## src/sv/bdst_pkg.sv

```systemverilog
// Package for the button dimmer sleep timer: mode codes, register map,
// reset values and the structs passed between modules. No dependencies.
package bdst_pkg;

    // Lamp modes. Codes 6 and 7 never arise and are handled as OFF.
    typedef enum logic [2:0] {
        MODE_OFF = 3'd0,
        MODE_ON  = 3'd1,
        MODE_T1  = 3'd2,
        MODE_T2  = 3'd3,
        MODE_T3  = 3'd4,
        MODE_T4  = 3'd5
    } mode_t;

    // Configuration register map (word index = paddr[3:2]).
    localparam int REG_ADDR_W = 4;
    localparam logic [1:0] REG_SHORT_MIN  = 2'd0;
    localparam logic [1:0] REG_LONG_PRESS = 2'd1;
    localparam logic [1:0] REG_SLEEP_STEP = 2'd2;

    localparam logic [15:0] SHORT_MIN_RESET  = 16'd50;
    localparam logic [15:0] LONG_PRESS_RESET = 16'd1000;
    localparam logic [21:0] SLEEP_STEP_RESET = 22'd1800000;
    localparam logic [23:0] SLEEP_X3_RESET   = 24'd5400000;

    localparam logic [15:0] PRESS_MAX = 16'hFFFF;
    localparam logic [23:0] OFFT_MAX  = 24'hFFFFFF;
    localparam logic [7:0]  DUTY_FULL = 8'd255;

    typedef struct packed {
        logic [15:0] short_min;
        logic [15:0] long_press;
        logic [21:0] sleep_step;
        logic [23:0] sleep_x3;    // three sleep steps, kept ready for timer T3
    } cfg_t;

    typedef struct packed {
        mode_t       mode;
        logic [4:0]  lamps;
        logic [7:0]  duty;
    } result_t;

    function automatic mode_t next_mode(input mode_t m);
        mode_t n;
        unique case (m)
            MODE_OFF: n = MODE_ON;
            MODE_ON:  n = MODE_T1;
            MODE_T1:  n = MODE_T2;
            MODE_T2:  n = MODE_T3;
            MODE_T3:  n = MODE_T4;
            default:  n = MODE_OFF;
        endcase
        return n;
    endfunction

    function automatic logic is_timer(input mode_t m);
        return (m == MODE_T1) || (m == MODE_T2) || (m == MODE_T3) || (m == MODE_T4);
    endfunction

endpackage

```

## src/sv/bdst_cfg_regs.sv

```systemverilog
// APB-style configuration registers of the button dimmer sleep timer.
// Depends on bdst_pkg for the register map, reset values and cfg_t.
module bdst_cfg_regs
    import bdst_pkg::*;
(
    input  logic                  clk,
    input  logic                  rst_n,
    input  logic                  psel,
    input  logic                  penable,
    input  logic                  pwrite,
    input  logic [REG_ADDR_W-1:0] paddr,
    input  logic [31:0]           pwdata,
    output logic [31:0]           prdata,
    output logic                  pready,
    output cfg_t                  cfg
);

    logic [15:0] short_min_reg;
    logic [15:0] long_press_reg;
    logic [21:0] sleep_step_reg;
    logic [23:0] sleep_x3_reg;
    logic [1:0]  reg_index;
    logic        wr_en;
    logic [23:0] step_ext;

    assign pready    = 1'b1;
    assign reg_index = paddr[3:2];
    assign wr_en     = psel && penable && pwrite && pready;
    assign step_ext  = {2'b00, pwdata[21:0]};

    always_ff @(posedge clk or negedge rst_n)
    begin
        if (!rst_n)
        begin
            short_min_reg  <= SHORT_MIN_RESET;
            long_press_reg <= LONG_PRESS_RESET;
            sleep_step_reg <= SLEEP_STEP_RESET;
            sleep_x3_reg   <= SLEEP_X3_RESET;
        end
        else if (wr_en)
        begin
            unique case (reg_index)
                REG_SHORT_MIN:  short_min_reg  <= pwdata[15:0];
                REG_LONG_PRESS: long_press_reg <= pwdata[15:0];
                REG_SLEEP_STEP:
                begin
                    sleep_step_reg <= pwdata[21:0];
                    sleep_x3_reg   <= step_ext + {step_ext[22:0], 1'b0};
                end
                default: ;
            endcase
        end
    end

    always_comb
    begin
        unique case (reg_index)
            REG_SHORT_MIN:  prdata = {16'd0, short_min_reg};
            REG_LONG_PRESS: prdata = {16'd0, long_press_reg};
            REG_SLEEP_STEP: prdata = {10'd0, sleep_step_reg};
            default:        prdata = 32'd0;
        endcase
    end

    assign cfg.short_min  = short_min_reg;
    assign cfg.long_press = long_press_reg;
    assign cfg.sleep_step = sleep_step_reg;
    assign cfg.sleep_x3   = sleep_x3_reg;

endmodule

```

## src/sv/bdst_update.sv

```systemverilog
// Per-tick state update of the button dimmer sleep timer: mode, press
// counter, dimming phase, off-timer, duty and lamps. Depends on bdst_pkg.
module bdst_update
    import bdst_pkg::*;
#(
    parameter int DIM_INTERVAL = 50
)
(
    input  logic    clk,
    input  logic    rst_n,
    input  logic    fire,
    input  logic    held,
    input  cfg_t    cfg,
    output result_t result
);

    localparam int PHASE_W = (DIM_INTERVAL > 1) ? $clog2(DIM_INTERVAL) : 1;
    localparam logic [PHASE_W-1:0] PHASE_LAST = PHASE_W'(DIM_INTERVAL - 1);

    mode_t              mode_reg;
    mode_t              mode_next;
    mode_t              mode_step;
    logic [15:0]        press_reg;
    logic [15:0]        press_next;
    logic [PHASE_W-1:0] phase_reg;
    logic [PHASE_W-1:0] phase_next;
    logic [23:0]        off_reg;
    logic [23:0]        off_next;
    logic [23:0]        off_inc;
    logic [7:0]         duty_reg;
    logic [7:0]         duty_next;
    logic [7:0]         duty_dim;
    logic [4:0]         lamps_reg;
    logic [4:0]         lamps_next;
    logic               press_done;
    logic               expired;

    // Counters and dimming, before the mode is settled.
    always_comb
    begin
        off_inc    = off_reg;
        press_next = '0;
        phase_next = '0;
        duty_dim   = duty_reg;
        press_done = 1'b0;
        if (is_timer(mode_reg) && (off_reg != OFFT_MAX))
        begin
            off_inc = off_reg + 24'd1;
        end
        if (held)
        begin
            press_next = (press_reg != PRESS_MAX) ? press_reg + 16'd1 : press_reg;
            phase_next = (phase_reg == PHASE_LAST) ? '0 : phase_reg + 1'b1;
            if ((press_next >= cfg.long_press) && (phase_next == '0) &&
                (mode_reg != MODE_OFF))
            begin
                duty_dim = duty_reg - 8'd1;
            end
        end
        else
        begin
            press_done = (press_reg != 16'd0) && (press_reg >= cfg.short_min) &&
                         (press_reg <= cfg.long_press);
        end
    end

    // Next mode: a finished short press steps the cycle, then the off-timer
    // may send a timer mode back to OFF.
    always_comb
    begin
        mode_step = press_done ? next_mode(mode_reg) : mode_reg;
        unique case (mode_step)
            MODE_T1: expired = off_inc > {2'b00, cfg.sleep_step};
            MODE_T2: expired = off_inc > {1'b0, cfg.sleep_step, 1'b0};
            MODE_T3: expired = off_inc > cfg.sleep_x3;
            MODE_T4: expired = off_inc > {cfg.sleep_step, 2'b00};
            default: expired = 1'b0;
        endcase
        unique case (mode_step)
            MODE_ON, MODE_T1, MODE_T2, MODE_T3, MODE_T4:
                mode_next = expired ? MODE_OFF : mode_step;
            default:
                mode_next = MODE_OFF;
        endcase
    end

    // Action of the settled mode.
    always_comb
    begin
        unique case (mode_next)
            MODE_ON:
            begin
                lamps_next = lamps_reg | 5'b00001;
                duty_next  = (duty_dim == 8'd0) ? DUTY_FULL : duty_dim;
                off_next   = '0;
            end
            MODE_T1:
            begin
                lamps_next = lamps_reg | 5'b00010;
                duty_next  = duty_dim;
                off_next   = off_inc;
            end
            MODE_T2:
            begin
                lamps_next = lamps_reg | 5'b00100;
                duty_next  = duty_dim;
                off_next   = off_inc;
            end
            MODE_T3:
            begin
                lamps_next = lamps_reg | 5'b01000;
                duty_next  = duty_dim;
                off_next   = off_inc;
            end
            MODE_T4:
            begin
                lamps_next = lamps_reg | 5'b10000;
                duty_next  = duty_dim;
                off_next   = off_inc;
            end
            default:
            begin
                lamps_next = '0;
                duty_next  = '0;
                off_next   = '0;
            end
        endcase
    end

    always_ff @(posedge clk or negedge rst_n)
    begin
        if (!rst_n)
        begin
            mode_reg  <= MODE_OFF;
            press_reg <= '0;
            phase_reg <= '0;
            off_reg   <= '0;
            duty_reg  <= '0;
            lamps_reg <= '0;
        end
        else if (fire)
        begin
            mode_reg  <= mode_next;
            press_reg <= press_next;
            phase_reg <= phase_next;
            off_reg   <= off_next;
            duty_reg  <= duty_next;
            lamps_reg <= lamps_next;
        end
    end

    assign result.mode  = mode_next;
    assign result.lamps = lamps_next;
    assign result.duty  = duty_next;

endmodule

```

## src/sv/button_dimmer_sleep_timer_core.sv

```systemverilog
// Top level of the button dimmer sleep timer core.
// Depends on bdst_pkg, bdst_cfg_regs and bdst_update.

// One input transaction carries the button level for one tick and yields
// exactly one result transaction with the mode, the indicator lamps and the
// PWM duty after that tick. The core sustains one transaction per clock
// cycle while the output does not stall: an accepted tick is held in the
// input register, the whole update is worked out combinationally from it,
// and the result is loaded into the output register, where it is offered.
// The result register holds a stalled result while the input register
// still takes the next tick; stalls on the output reach the input only
// once both registers are full. The three configuration registers sit
// at byte addresses 0x0 (short_min_ticks), 0x4 (long_press_ticks) and 0x8
// (sleep_step_ticks); they are to be written only while no tick is in flight.
// DIM_INTERVAL (1 to 63) sets how many held ticks lie between two duty steps
// during a long press.
module button_dimmer_sleep_timer_core
    import bdst_pkg::*;
#(
    parameter int DIM_INTERVAL = 50
)
(
    input  logic                  clk,
    input  logic                  rst_n,
    input  logic                  psel,
    input  logic                  penable,
    input  logic                  pwrite,
    input  logic [REG_ADDR_W-1:0] paddr,
    input  logic [31:0]           pwdata,
    output logic [31:0]           prdata,
    output logic                  pready,
    input  logic                  in_valid,
    output logic                  in_stall,
    input  logic                  button_held,
    output logic                  out_valid,
    input  logic                  out_stall,
    output logic [2:0]            mode_now,
    output logic [4:0]            indicator_bits,
    output logic [7:0]            pwm_duty
);

    cfg_t    cfg;
    result_t result;
    result_t result_reg;
    logic    in_valid_reg;
    logic    held_reg;
    logic    out_valid_reg;
    logic    advance;
    logic    fire;
    logic    in_accept;

    bdst_cfg_regs u_cfg_regs (
        .clk     (clk),
        .rst_n   (rst_n),
        .psel    (psel),
        .penable (penable),
        .pwrite  (pwrite),
        .paddr   (paddr),
        .pwdata  (pwdata),
        .prdata  (prdata),
        .pready  (pready),
        .cfg     (cfg)
    );

    // The result register can take a new value when it is empty or its
    // current transaction leaves in this cycle.
    assign advance   = !out_valid_reg || !out_stall;
    assign fire      = in_valid_reg && advance;
    assign in_stall  = in_valid_reg && !advance;
    assign in_accept = in_valid && !in_stall;

    bdst_update #(
        .DIM_INTERVAL (DIM_INTERVAL)
    ) u_update (
        .clk    (clk),
        .rst_n  (rst_n),
        .fire   (fire),
        .held   (held_reg),
        .cfg    (cfg),
        .result (result)
    );

    // Input register: filled on accept, emptied when its tick is processed.
    always_ff @(posedge clk or negedge rst_n)
    begin
        if (!rst_n)
        begin
            in_valid_reg <= 1'b0;
        end
        else if (in_accept)
        begin
            in_valid_reg <= 1'b1;
        end
        else if (fire)
        begin
            in_valid_reg <= 1'b0;
        end
    end

    always_ff @(posedge clk)
    begin
        if (in_accept)
        begin
            held_reg <= button_held;
        end
    end

    // Output register: loaded with each processed tick, cleared once taken.
    always_ff @(posedge clk or negedge rst_n)
    begin
        if (!rst_n)
        begin
            out_valid_reg <= 1'b0;
        end
        else if (fire)
        begin
            out_valid_reg <= 1'b1;
        end
        else if (!out_stall)
        begin
            out_valid_reg <= 1'b0;
        end
    end

    always_ff @(posedge clk)
    begin
        if (fire)
        begin
            result_reg <= result;
        end
    end

    assign out_valid      = out_valid_reg;
    assign mode_now       = result_reg.mode;
    assign indicator_bits = result_reg.lamps;
    assign pwm_duty       = result_reg.duty;

endmodule

```

## config.mk

```make
export PLATFORM = sky130hd
export DESIGN_NAME = button_dimmer_sleep_timer_core
export DESIGN_NICKNAME = d
export VERILOG_FILES = /design/src/sv/bdst_pkg.sv /design/src/sv/bdst_cfg_regs.sv /design/src/sv/bdst_update.sv /design/src/sv/button_dimmer_sleep_timer_core.sv
export SDC_FILE = /design/constraint.sdc
export NUM_CORES = 1
export LEC_CHECK = 0
export BUFFER_PORTS_ARGS = -buffer_cell sky130_fd_sc_hd__clkbuf_2
export CORE_MARGIN = 8
export CORE_UTILIZATION = 60
export DETAILED_ROUTE_END_ITERATION = 10
export PLACE_DENSITY = 0.87
export REMOVE_ABC_BUFFERS = 1
export SKIP_LAST_GASP = 1
export SYNTH_ARGS = -nofsm -noshare
export SYNTH_HDL_FRONTEND = slang
export SYNTH_SLANG_ARGS = --single-unit
```

## constraint.sdc

```tcl
create_clock -name clk -period 7.5 [get_ports clk]
set_input_delay 1.5 -clock clk [delete_from_list [all_inputs] [get_ports clk]]
set_output_delay 1.5 -clock clk [all_outputs]
set_load 0.05 [all_outputs]
```

==> results of run 1 <==
## power breakdown
part	internal [µW]	switching, µW	total [µW]	leakage (µW)
clock network	560	368	928	0.000296
logic	404	683	1090	0.00407
registers	1040	133	1180	0.00191
total	2010	1180	3190	0.00627
## metrics by stage
step / instance area, µm² / util
floorplan: 12000 / -
global placement: 12800 / 0.635
detailed placement: 12800 / 0.635
CTS: 13400 / 0.665
global route: 13400 / 0.665
finish: 13400 / 0.665
## cell type report
| class | count | area [µm²] | area share |
|---|---|---|---|
| clock buffers | 20 | 437 | 0.0326 |
| clock inverters | 12 | 180 | 0.0135 |
| inverters | 104 | 390 | 0.0292 |
| multi-input cells | 1084 | 7530 | 0.563 |
| flip-flops and latches | 158 | 4080 | 0.305 |
| well taps | 270 | 338 | 0.0253 |
| repair buffers | 79 | 422 | 0.0315 |
## kinds of logic after synthesis
| family | after synthesis |
|---|---|
| simple gates | 445 |
| compound gates | 354 |
| buf+inv | 167 |
| fa+ha+maj | 166 |
| flops | 158 |
| xor+xnor | 64 |
| mux | 44 |
| other cells | 2 |
## worst max-delay path by stage
stage | from | to | slack, ns | depth (start not counted)
2_1_floorplan | u_update.press_reg[3] | u_update.duty_reg[2] | 2.23 | 17
6_report | u_update.press_reg[3] | u_update.duty_reg[0] | 1.48 | 19
3_5_place_dp | u_update.press_reg[3] | u_update.duty_reg[7] | 1.69 | 19
5_1_grt | u_update.mode_reg[2] | u_update.off_reg[1] | 1.01 | 18
4_1_cts | u_update.press_reg[3] | u_update.duty_reg[1] | 1.60 | 19
3_3_place_gp | u_update.press_reg[3] | u_update.duty_reg[2] | 1.78 | 18
## layout by cell type (no fill, tap or decap), drive strengths merged, types with 5 or more instances in the layout
master / n
nand3: 42
mux2: 23
nand2b: 16
a211oi: 14
a31oi: 9
edfxtp: 17
dfstp: 29
o31ai: 33
o211ai: 7
a21oi: 81
xnor2: 34
nor2b: 10
inv: 107
and3: 9
ha: 164
o22a: 8
xor2: 30
dfrtp: 112
and2: 14
nor3: 29
o21ai: 126
nand4: 34
nand2: 181
conb: 11
mux2i: 21
nor4: 8
clkbuf: 90
nor2: 78
a22o: 11
and4: 5
buf: 9
a21o: 23
o21a: 8
## critical path: stages (launching register included)
cell       delay, ns
dfrtp_1         0.55
and3_1          0.26
and4_1          0.24
nand3_1         0.20
or4_1           0.69
nand2b_1        0.29
nor2_1          0.12
xor2_1          0.16
ha_1            0.31
a21o_1          0.18
a211oi_1        0.22
o21ai_0         0.18
a21oi_1         0.41
a2111oi_2       0.06
buf_4           0.21
mux2_2          0.28
a2111oi_0       0.43
nand3_1         0.56
a21oi_1         0.43
o22a_1          0.18
## layer usage
layer	GRT usage	wire length (µm)	share of wire
met1	0.315	13300	0.43
met2	0.399	14600	0.47
met3	0.0434	2010	0.064
met4	0.118	1250	0.040
met5	0	0	0
==> results by group, run 1 <==
Floorplanning
  • Initial Util: 0.608
  • Die Height: 159 µm
  • Chip width: 159 µm
  • Rows: 52
  • Core Area: 0.0201 mm²
  • DIE AREA: 0.0252 mm²
  • # IOs: 95

Layout
  • # diodes: 0
  • Final non-filler cell total: 1727
  • Area grow syn2layout: 9.35%
  • Layout cell share with drive strength beyond 1: 0.123
  • Layout Nets: 1653
  • FILL cells: 1559

Pwr
  • PwrDens: 239 mW/mm²
  • Max VDD drop: 0.000198 V
  • LEAKAGE: 0.00627 µW
  • Power consumption: 3190 µW

Setup path
  • FF-to-FF End: u_update.duty_reg[0]
  • Worst Path Required: 7.87 ns
  • R2r setup slk: 1.48 ns
  • CP Class: reg2reg
  • R2R depth: 19
  • R2R Path Start: u_update.press_reg[3]
  • Critical path peak fanout: 17
  • Crit path DAT: 6.39 ns
  • Crit path launch type: register
  • Crit end category: register

Timing
  • Final setup vio count: 0
  • Worst-Margin Slew: 1.11 ns
  • Clock Skews: 0.0123 ns
  • Final worst setup slack: 1.48 ns
  • Slew margin rel.: 0.257
  • Setup TNS: 0 ns
  • Slew Limit Fails: 0
  • Min Tclk post-route: 6.02 ns
  • Fin. Hold Viols: 0
  • RSZ-0062 raised after global routing: no
  • WHS: 0.469 ns
  • Max Clk Rate: 0.166 GHz
  • Fin crit share: 0.802

Logic synthesis
  • Post-synthesis mux area share: 0.0394
  • Distinct cells, synth: 76
  • Post-synthesis xor/xnor area fraction: 0.0458
  • Syn Area/Cell: 8.74 µm²
  • Ys flop type: dfrtp_1
  • Sequential area share after synthesis: 0.333
  • Area leader, netlist: dfrtp_1
  • Yosys warning count: 0
  • Largest family of logic cells by synthesized area: compound AO/OA/AOI/OAI gates
  • Synth Area in Compound Gates: 0.183
  • Post-synth EDFFs: 17
  • #FFs+latches synth: 158
  • Simple-gate share of the synthesized area: 0.174
  • Post-Syn Instances: 1400
  • Fraction of registers with async set/reset: 0.892
  • Post-synth top area share: 0.229
  • Synth area leaders: dfrtp_1 (23%), ha_1 (17%), dfstp_2 (6.2%)
  • Count leader, synth: nand2_1
  • Area share of fa/ha/maj cells after synthesis: 0.170
  • Netlist Area Pre-Place: 0.0122 mm²
  • Synth cell count leaders: nand2_1 (181), ha_1 (164), o21ai_0 (123)

Global route
  • Initial antenna violation count: 0
  • First-pass GRT wire length: 51800 µm
  • Vias in the first global route: 10452
  • Aggregate global-route resource usage: 0.247
  • Largest net degree at the start of global routing: 77
  • Grt ovf: 0

Clocking
  • Clock tree buffer depth: 2
  • CTS tree: built
  • Worst-skew pair later-pin latency: 0.44 ns
  • H-Tree Depth: 4
  • Hold_buf cts: 0
  • TritonCTS sink count: 158
  • Post-cts repair resize count: 0
  • CTS clk-pin slew, worst paths: 0.07 ns
  • Post-CTS Setup Bufs: 0
  • CTS Buf Count: 17
  • CTS root buffer: clkbuf_16

Min path
  • Worst Min Path Start: u_cfg_regs.sleep_x3_reg[13]
  • Hold WC Path Type: reg2reg
  • Hold EP: u_cfg_regs.sleep_x3_reg[13]
  • Worst hold path cell count: 2

Job
  • Max Cap Viol: 0

Placement
  • Gpl congestion: 0.904
  • DP Cell Count: 1695
  • Dpl hpwl: 22800 µm
  • Place WS: 1.69 ns
  • Port bufs: 71

Drt
  • DRT Pass-1 Iters: 6
  • Vias/cell: 6.18
  • Detailed-route wire length: 31200 µm
  • DR DRC count: 0
  • ANT nets after route: 0
  • Routed wire per std cell: 18.1 µm
  • Number of DRC markers in iteration 0: 787
  • Vias: 10676

Run status
  • Outcome: finished clean
Power figures use the tool's default switching activity.
==> run 2: changes to the inputs <==
--- a/config.mk
+++ b/config.mk
@@ -5,6 +5,7 @@
 export SDC_FILE = /design/constraint.sdc
 export NUM_CORES = 1
 export LEC_CHECK = 0
+export ABC_AREA = 1
 export BUFFER_PORTS_ARGS = -buffer_cell sky130_fd_sc_hd__clkbuf_2
 export CORE_MARGIN = 8
 export CORE_UTILIZATION = 60
==> constraint.sdc (replaced) <==
create_clock -name clk -period 6.2 [get_ports clk]
set_input_delay 1.24 -clock clk [delete_from_list [all_inputs] [get_ports clk]]
set_output_delay 1.24 -clock clk [all_outputs]
set_load 0.05 [all_outputs]
==> run 2 against run 1 <==
Combinational power increased by 61%. Via count grew 8.8%. Highest routed layer unchanged. Final cell count increased by 16%. Register-to-register slack lost 0.49 ns. Design area increased by 2.2%. Largest power group is now combinational cells. Worst setup slack got worse by 0.49 ns. Utilization shrank 0.66 points. Routed wire length increased by 3.9%. Worst hold slack improved by 0.022 ns. Flip-flop and latch count stayed put. Sequential share of layout area decreased by 0.66 points.
==> results by group, run 2 <==
Timing
  • Min Tclk post-route: 5.21 ns (-0.808 ns)
  • Slew margin rel.: 0.321 (+0.0638)
  • Final worst setup slack: 0.992 ns (-0.492 ns)
  • RSZ-0062 raised after global routing: no
  • Slew Limit Fails: 0 (unchanged)
  • Fin. Hold Viols: 0 (unchanged)
  • Final setup vio count: 0 (unchanged)
  • Clock Skews: 0.0140 ns (+0.00171 ns)
  • Worst-Margin Slew: 1.02 ns (-0.0969 ns)
  • Max Clk Rate: 0.192 GHz (+16%)
  • Fin crit share: 0.840 (+0.0378)

Setup path
  • Worst Path Required: 6.39 ns (-1.48 ns)
  • Crit path DAT: 5.40 ns (-0.99 ns)
  • Most common cell on crit path: nor2_1
  • Critical path origin: u_update.off_reg[0]
  • Slowest-stage cell, CP: dfrtp_1
  • CP Class: reg2reg
  • Worst path max stage delay: 0.48 ns (-0.21 ns)
  • Crit end category: register
  • R2R Path Start: u_update.off_reg[0]
  • Crit path launch type: register
  • Critical path peak fanout: 15 (-2)

Logic synthesis
  • Sequential area share after synthesis: 0.325 (-0.00782)
  • Distinct cells, synth: 55 (-28%)
  • Syn Area/Cell: 7.55 µm² (-14%)
  • Synth cell count leaders: nand2_1 (413), inv_1 (227), ha_1 (164)
  • Post-synth EDFFs: 17 (unchanged)
  • Ys flop type: dfrtp_1
  • Area leader, netlist: dfrtp_1
  • Synth area leaders: dfrtp_1 (22%), ha_1 (16%), nand2_1 (12%)
  • Fraction of registers with async set/reset: 0.892 (unchanged)
  • Post-synth top area share: 0.224 (-0.00538)
  • Yosys warning count: 0 (unchanged)
  • #FFs+latches synth: 158 (unchanged)
  • Netlist Area Pre-Place: 0.0125 mm² (+2.4%)
  • Post-Syn Instances: 1660 (+19%)
  • Count leader, synth: nand2_1

Drt
  • Vias: 11619 (+8.8%)
  • ANT nets after route: 0 (unchanged)
  • Vias/cell: 5.79 (-6.4%)
  • Detailed-route wire length: 32400 µm (+3.9%)
  • Routed wire per std cell: 16.1 µm (-11%)
  • Number of DRC markers in iteration 0: 921 (+17%)
  • DR DRC count: 0 (unchanged)
  • DRT Pass-1 Iters: 6 (unchanged)

Clocking
  • Worst-skew pair later-pin latency: 0.44 ns (about the same)
  • CTS tree: built
  • Clock tree buffer depth: 2 (unchanged)
  • Post-CTS Setup Bufs: 0 (unchanged)
  • Post-cts repair resize count: 0 (unchanged)
  • TritonCTS sink count: 158 (unchanged)
  • H-Tree Depth: 4 (unchanged)
  • Hold_buf cts: 0 (unchanged)
  • CTS Buf Count: 17 (unchanged)
  • CTS clk-pin slew, worst paths: 0.06 ns (about the same)
  • CTS root buffer: clkbuf_16

Layout
  • Most frequent cells in the layout: nand2_1 (413), inv_1 (227), ha_1 (164), a21oi_1 (121), dfrtp_1 (112)
  • Multi-input gate area: 0.00735 mm² (-2.4%)
  • Sequential Area: 0.00408 mm² (unchanged)
  • Layout Nets: 1928 (+17%)
  • Layout cell share with drive strength beyond 1: 0.114 (-0.00854)
  • Most common cell after layout, fill and taps aside: nand2_1
  • Final core occ: 0.659 (-0.00661)
  • Area grow syn2layout: 9.15%
  • FILL cells: 1698 (+8.9%)

Floorplanning
  • Core Area: 0.0208 mm² (+3.2%)
  • # IOs: 95 (unchanged)
  • Chip width: 160 µm (+1.1%)
  • Rows: 53 (+1.9%)
  • DIE AREA: 0.0258 mm² (+2.2%)
  • Initial Util: 0.604 (-0.00494)
  • Die Height: 160 µm (+1.1%)

Global route
  • Grt ovf: 0 (unchanged)
  • Vias in the first global route: 11429 (+9.3%)
  • Initial antenna violation count: 0 (unchanged)
  • First-pass GRT wire length: 54400 µm (+5.0%)
  • Aggregate global-route resource usage: 0.253 (+0.00673)
  • Largest net degree at the start of global routing: 96 (+25%)

Placement
  • Port bufs: 71 (unchanged)
  • Dpl hpwl: 24300 µm (+6.3%)
  • Place WS: 1.16 ns (-0.535 ns)
  • Gpl congestion: 0.938 (+3.7%)

Pwr
  • LEAKAGE: 0.00723 µW (+15%)
  • PwrDens: 307 mW/mm² (+28%)
  • Power consumption: 4190 µW (+31%)
  • Max VDD drop: 0.000192 V (-3.3%)

Run status
  • Outcome: finished clean

Min path
  • Worst Min Path Start: u_update.lamps_reg[2]
  • Hold WC Path Type: reg2reg

Job
  • Max Cap Viol: 0 (unchanged)
[run 2: stage by stage]
stage          std cells  hold WS (ns)  setup TNS [ns]  instance area, µm²
2_1_floorplan       1622         0.434          -30.06               12300
3_3_place_gp        1975         0.458               0               13100
3_5_place_dp        1975         0.474               0               13100
4_1_cts             2007         0.494               0               13700
5_1_grt             2007         0.508               0               13700
6_report            2008         0.491               0               13700
[run 2: final timing paths]
kind | end | cells after the start | slack [ns]
worst max-delay path | indicator_bits[2] | 32 | 0.99
worst min-delay path | u_update.lamps_reg[2] | 2 | 0.49
worst max register to register | indicator_bits[2] | 32 | 0.99
worst min register to register | u_update.lamps_reg[2] | 2 | 0.49
max in group asynchronous | u_cfg_regs.sleep_x3_reg[21] | 2 | 4.16
min in group asynchronous | u_update.phase_reg[0] | 1 | 0.91
[run 2: metal layers]
metal | share of wire | GRT usage | vias to the layer above | wire length (µm)
met5 | 0 | 0 | - | 0
met4 | 0.024 | 0.0956 | 0 | 781
met3 | 0.081 | 0.0489 | 73 | 2640
met2 | 0.47 | 0.423 | 492 | 15300
met1 | 0.42 | 0.320 | 5447 | 13700
li1 | - | - | 5607 | -
[run 2: final cells by class]
type	instances	share of cell area
Inverter	235	0.0645
Multi-Input combinational cell	1229	0.538
Clock buffer	20	0.0358
Sequential cell	158	0.298
Antenna cell	1	0.000183
Tap cell	275	0.0252
Timing Repair Buffer	78	0.0303
Clock inverter	12	0.00814
[run 2: cell families (layout without fill, tap and decap cells)]
logic type      after synthesis  after routing  share of synthesized area
flops                       158            158                      0.325
other cells                   2             12                   0.000600
xor+xnor                     48             48                     0.0357
fa+ha+maj                   165            165                      0.165
mux                           1              1                   0.000899
simple gates                706            706                      0.249
compound gates              298            298                      0.132
buf+inv                     282            345                     0.0915
[run 2: power breakdown]
part,internal (µW),total (µW),switching [µW]
registers,1260,1370,108
clock network,589,1080,488
logic,516,1750,1230
total,2360,4190,1830
[run 2: worst max-delay path: cells and delay by family, from the launching register on]
kind | cells | cell delay (ns)
AOI/OAI and AO/OA | 2 | 0.36
buffers and inverters | 7 | 0.89
and+or+nand+nor | 20 | 2.52
DFF | 1 | 0.48
xor gates and xnor gates | 1 | 0.13
adders and majority gates | 2 | 0.57
